==> src/ccr_pkg.sv <==
// Shared types and constants for the clock cache replacement block.
// Used by the interfaces, the controller, the datapath and the top level.
package ccr_pkg;

  localparam int SLOT_W = 10;
  localparam int FREE_W = 11;
  localparam int CFG_W  = 11;

  localparam int MAX_SLOTS_DEF   = 1024;
  localparam int COUNT_WIDTH_DEF = 8;

  localparam logic [CFG_W-1:0] BUFS_RESET = 11'd1024;

  localparam logic MODE_ALLOC = 1'b0;
  localparam logic MODE_HIT   = 1'b1;

  typedef enum logic [3:0] {
    ST_CLEAR,
    ST_IDLE,
    ST_EXEC,
    ST_HIT,
    ST_SCAN,
    ST_SUB,
    ST_SWEEP_RD,
    ST_SWEEP,
    ST_DONE
  } state_t;

  // read address source for the count memory
  typedef enum logic [2:0] {
    RD_HIT,
    RD_ZERO,
    RD_NEXT,
    RD_HAND,
    RD_HAND_NEXT
  } rd_sel_t;

  // write source for the count memory
  typedef enum logic [2:0] {
    WR_NONE,
    WR_ZERO,
    WR_HIT,
    WR_SUB,
    WR_DEC
  } wr_sel_t;

  typedef struct packed {
    logic    take_item;
    logic    free_alloc;
    logic    hand_fix;
    logic    hand_adv;
    logic    min_init;
    logic    min_upd;
    logic    idx_clr;
    logic    idx_inc;
    rd_sel_t rd_sel;
    wr_sel_t wr_sel;
    logic    res_hit;
    logic    res_victim;
    logic    load_out;
  } cmd_t;

  typedef struct packed {
    logic is_hit;
    logic free_avail;
    logic rd_zero;
    logic idx_last;
    logic clear_last;
  } status_t;

endpackage

==> src/ccr_ctrl.sv <==
// Sequencer for the clock cache replacement block.
// Depends on ccr_pkg for the state, command and status types.
module ccr_ctrl (
  input  logic             clk,
  input  logic             rst,
  input  logic             req_valid,
  output logic             req_ready,
  output logic             rsp_valid,
  input  logic             rsp_ready,
  input  ccr_pkg::status_t status,
  output ccr_pkg::cmd_t    cmd
);

  ccr_pkg::state_t state, state_next;
  logic            rsp_valid_next;

  always_ff @(posedge clk) begin
    if (rst) begin
      state     <= ccr_pkg::ST_CLEAR;
      rsp_valid <= 1'b0;
    end else begin
      state     <= state_next;
      rsp_valid <= rsp_valid_next;
    end
  end

  always_comb begin
    state_next     = state;
    req_ready      = 1'b0;
    rsp_valid_next = rsp_valid && !rsp_ready;
    cmd            = '0;
    cmd.rd_sel     = ccr_pkg::RD_NEXT;
    cmd.wr_sel     = ccr_pkg::WR_NONE;
    case (state)
      ccr_pkg::ST_CLEAR: begin
        cmd.wr_sel  = ccr_pkg::WR_ZERO;
        cmd.idx_inc = 1'b1;
        if (status.clear_last) begin
          cmd.idx_inc = 1'b0;
          cmd.idx_clr = 1'b1;
          state_next  = ccr_pkg::ST_IDLE;
        end
      end
      ccr_pkg::ST_IDLE: begin
        req_ready = 1'b1;
        if (req_valid) begin
          cmd.take_item = 1'b1;
          state_next    = ccr_pkg::ST_EXEC;
        end
      end
      ccr_pkg::ST_EXEC: begin
        if (status.is_hit) begin
          cmd.rd_sel = ccr_pkg::RD_HIT;
          state_next = ccr_pkg::ST_HIT;
        end else if (status.free_avail) begin
          cmd.free_alloc = 1'b1;
          state_next     = ccr_pkg::ST_DONE;
        end else begin
          cmd.hand_fix = 1'b1;
          cmd.min_init = 1'b1;
          cmd.idx_clr  = 1'b1;
          cmd.rd_sel   = ccr_pkg::RD_ZERO;
          state_next   = ccr_pkg::ST_SCAN;
        end
      end
      ccr_pkg::ST_HIT: begin
        cmd.wr_sel  = ccr_pkg::WR_HIT;
        cmd.res_hit = 1'b1;
        state_next  = ccr_pkg::ST_DONE;
      end
      ccr_pkg::ST_SCAN: begin
        // a zero count means the sweep will find a victim within one lap
        if (status.rd_zero) begin
          state_next = ccr_pkg::ST_SWEEP_RD;
        end else begin
          cmd.min_upd = 1'b1;
          if (status.idx_last) begin
            cmd.idx_clr = 1'b1;
            cmd.rd_sel  = ccr_pkg::RD_ZERO;
            state_next  = ccr_pkg::ST_SUB;
          end else begin
            cmd.idx_inc = 1'b1;
          end
        end
      end
      ccr_pkg::ST_SUB: begin
        cmd.wr_sel = ccr_pkg::WR_SUB;
        if (status.idx_last) begin
          cmd.idx_clr = 1'b1;
          state_next  = ccr_pkg::ST_SWEEP_RD;
        end else begin
          cmd.idx_inc = 1'b1;
        end
      end
      ccr_pkg::ST_SWEEP_RD: begin
        cmd.rd_sel = ccr_pkg::RD_HAND;
        state_next = ccr_pkg::ST_SWEEP;
      end
      ccr_pkg::ST_SWEEP: begin
        cmd.hand_adv = 1'b1;
        if (status.rd_zero) begin
          cmd.res_victim = 1'b1;
          state_next     = ccr_pkg::ST_DONE;
        end else begin
          cmd.wr_sel = ccr_pkg::WR_DEC;
          cmd.rd_sel = ccr_pkg::RD_HAND_NEXT;
        end
      end
      ccr_pkg::ST_DONE: begin
        // hold the result until the output register frees up
        if (!rsp_valid || rsp_ready) begin
          cmd.load_out   = 1'b1;
          rsp_valid_next = 1'b1;
          req_ready      = 1'b1;
          if (req_valid) begin
            cmd.take_item = 1'b1;
            state_next    = ccr_pkg::ST_EXEC;
          end else begin
            state_next = ccr_pkg::ST_IDLE;
          end
        end
      end
      default: begin
        state_next = ccr_pkg::ST_IDLE;
      end
    endcase
  end

endmodule

==> config.mk <==
export PLATFORM = sky130hd
export DESIGN_NAME = ccr_ctrl
export DESIGN_NICKNAME = d
export VERILOG_FILES = /design/src/ccr_pkg.sv /design/src/ccr_ctrl.sv
export SDC_FILE = /design/constraint.sdc
export NUM_CORES = 1
export LEC_CHECK = 0
export BUFFER_PORTS_ARGS = -buffer_cell sky130_fd_sc_hd__buf_2
export CAP_MARGIN = 15
export CORE_MARGIN = 5
export CORE_UTILIZATION = 38
export CTS_CLUSTER_DIAMETER = 120
export DETAILED_ROUTE_END_ITERATION = 10
export GPL_TIMING_DRIVEN = 0
export PLACE_DENSITY_LB_ADDON = 0.15
export SLEW_MARGIN = 5
export SYNTH_ARGS = -nofsm -noshare
export SYNTH_HDL_FRONTEND = slang
export SYNTH_SLANG_ARGS = --single-unit
export TNS_END_PERCENT = 5
==> constraint.sdc <==
create_clock -name clk -period 1.7 [get_ports clk]
set_input_delay 0.085 -clock clk [delete_from_list [all_inputs] [get_ports clk]]
set_output_delay 0.085 -clock clk [all_outputs]
set_load 0.02 [all_outputs]
==> metrics.cfg <==
[synthesis]
synth_cell_types = 40
netlist_instances = 86
synth_most_common_cell = nor2_1
yosysSeqAreaShare = 0.157
avgSynthCellArea_um2 = 7.43
synthFlopType = dfxtp_1
synth_seq_cells = 5
syn_nets = 95
synth.top_cell.area_share = 0.157
synth_edf_count = 0
ys_warn_count = 0
synth_area_leaders = dfxtp_1 16%, a21oi_1 7.0%, nor2_1 7.0%, buf_6 5.3%, nand2b_1 3.9%
synth_top_cell_by_area = dfxtp_1
syn-cell-area_um2 = 639
synth_common_cells = 12 x nor2_1, 9 x a21oi_1, 5 x dfxtp_1, 5 x inv_1, 5 x nand2_1
ys_async_sr_fraction = 0

[pwr]
p_int_w = 0.000563
clockPowerShare = 0.124
peakVddDrop_mv = 0.800
power.share.switching = 0.474
switchingPower_w = 0.000508
total_leakage_power_nw = 0.403
power_density_nw_per_um2 = 1220
combPwrFrac = 0.703
pwr-share-seq = 0.172

[setup_path]
crit_type = reg2out
critPathMaxFanout = 3
r2r_start = state[1]
cp.required_ns = 1.62
reg2reg_slack_ns = 0.10
r2r-end = state[1]
worstRegToRegCells = 6
critPathArrivalTime_ns = 1.60
worstSetupStartpointType = flip-flop
endpoint_kind = primary output

[clocking]
cts_tree = yes
clk_root_buffer_cell = clkbuf_4
clk_path_buf_depth = 2
clkSlewWorstSetupHoldPaths_ns = 0.04
clock_latency_ns = 0.24
numCtsBuffers = 3
cts_max_level = 1
cts.sinks = 5
holdBufCountCts = 0

[place]
place_area_um2 = 795
dpl.hpwl_um = 1470
io_buffers = 27
place.gp.congestion = 0.838

[timing]
max_freq_ghz = 0.593
rsz0062_at_grt = yes
period_needed_ns = 1.69
fin_setup_tns_ns = 0
finalHoldViolCount = 0
tightest_slew_ns = 0.318
setup_viol = 0
fin_crit_sh = 0.993
finClkSkew_ns = 0.00226
drv_slew = 0
holdWs_ns = 0.0438
slew_headroom = 0.787

[final_layout]
antenna_cells = 0
nFillCells = 157
fin_area_um2 = 875
syn_to_final_growth_pct = 36.8
post-route-util = 0.561
layout-drive-gt1-share = 0.475
fin_nets = 128

[die]
die_area_um2 = 2600
rows = 14
die_h_um = 51.0
start_util = 0.410
core-area_um2 = 1560
io_pins = 28
die_x_um = 51.0

[drt]
wire_per_inst_um = 14.2
viasPerCell = 5.63
drt_iter0_drc = 18
vias = 755
drt-total-wl_um = 1900
ant_nets = 0
dr.pass1.iters = 4
route.detailed.drc = 0

[global_route]
grt.overflow.total = 0
grt_pass1_wl_um = 2970
grt_pass1_vias = 688
antenna_found_initial = 0
grt_use_met1 = 0.179
track_usage = 0.149
grt_util_met3 = 0.0523
grt_max_degree = 11
grt.busiest_layer = met2
use_met2 = 0.258

[run_status]
status = completed

[worst_hold_path]
whs_endpoint = state[3]
worst_hold_startpoint = rst
min_path_type = in2reg
min_path_cells = 2

[run]
drv_cap = 0

==> cells by family (layout without fill, tap and decap cells) <==
group	Yosys count	count (layout)	share of synthesized area
muxes	1	1	0.0157
buffers and inverters	14	46	0.141
DFF	5	5	0.157
AOI/OAI and AO/OA	25	25	0.301
xor gates and xnor gates	1	1	0.0137
and+or+nand+nor	40	40	0.372
==> worst max-delay path: stages (launching register included) <==
cell and delay, ns:
dfxtp_2 0.31, buf_6 0.11, buf_4 0.13, nor3b_1 0.12
and3_1 0.17, or3_1 0.35, buf_4 0.17
==> routing by layer <==
layer  vias to the layer above  share of wire
met3                         2          0.082
met4                         0         0.0032
li1                        374              -
met1                       349           0.43
met2                        30           0.49
met5                         -              0
==> power groups by stage <==
stage | Sequential (W) | Combinational (W) | Clock, W
finish | 0.000184 | 0.000753 | 0.000133
global route | 0.000189 | 0.000811 | 0.000155
CTS | 0.000184 | 0.000730 | 0.000142
floorplan | 0.000150 | 0.000549 | 0
detailed placement | 0.000150 | 0.000719 | 0
global placement | 0.000149 | 0.000719 | 0
==> metrics by stage <==
step | setup WS [ns] | std cells | power, W
after floorplan | 0.0396 | 86 | 0.000699
after global placement | 0.178 | 129 | 0.000868
after global routing | -0.0613 | 134 | 0.00115
after detailed placement | 0.180 | 129 | 0.000869
final | 0.0127 | 134 | 0.00107
after CTS | -0.00400 | 134 | 0.00106
==> area by class of cell <==
class | instances | area, um2 | share of cell area
multi-input cells | 67 | 477 | 0.545
repair buffers | 29 | 159 | 0.182
flip-flops and latches | 5 | 104 | 0.119
plain buffers | 8 | 70.1 | 0.0801
clock buffers | 4 | 26.3 | 0.0300
well taps | 16 | 20.0 | 0.0229
inverters | 5 | 18.8 | 0.0215
==> flip-flops by register name, indices dropped and copies added, names as in the netlist <==
register	count
state	4
rsp_valid	1
==> how the worst max path moves through the flow <==
| stage | endpoint | slack, ns | from | cells past startpoint |
|---|---|---|---|---|
| after floorplan | cmd[16] | 0.04 | state[3] | 4 |
| after global placement | cmd[6] | 0.18 | state[1] | 6 |
| after detailed placement | cmd[6] | 0.18 | state[1] | 6 |
| after CTS | cmd[7] | -0.004 | state[1] | 6 |
| after global routing | cmd[6] | -0.06 | state[1] | 6 |
| final | cmd[7] | 0.01 | state[1] | 6 |
==> cell usage in the layout, fill, tap and decap left out, types with 3 or more instances in the layout <==
cell type and n:
buf_2 27, nor2_1 12, a21oi_1 9, buf_6 5, buf_4 5, inv_1 5, nand2_1 5, nor3_1 4
clkbuf_4 3, dfxtp_2 3
==> repair_timing <==
item / 4_1_cts / 5_1_grt
endpoints found under the hold margin: 0 / 0
buffers inserted: 2 / 0
endpoints found under the setup margin: 3 / 5
pin swaps: 1 / 1
gates resized for setup: 9 / 4
Power figures use the tool's default switching activity.
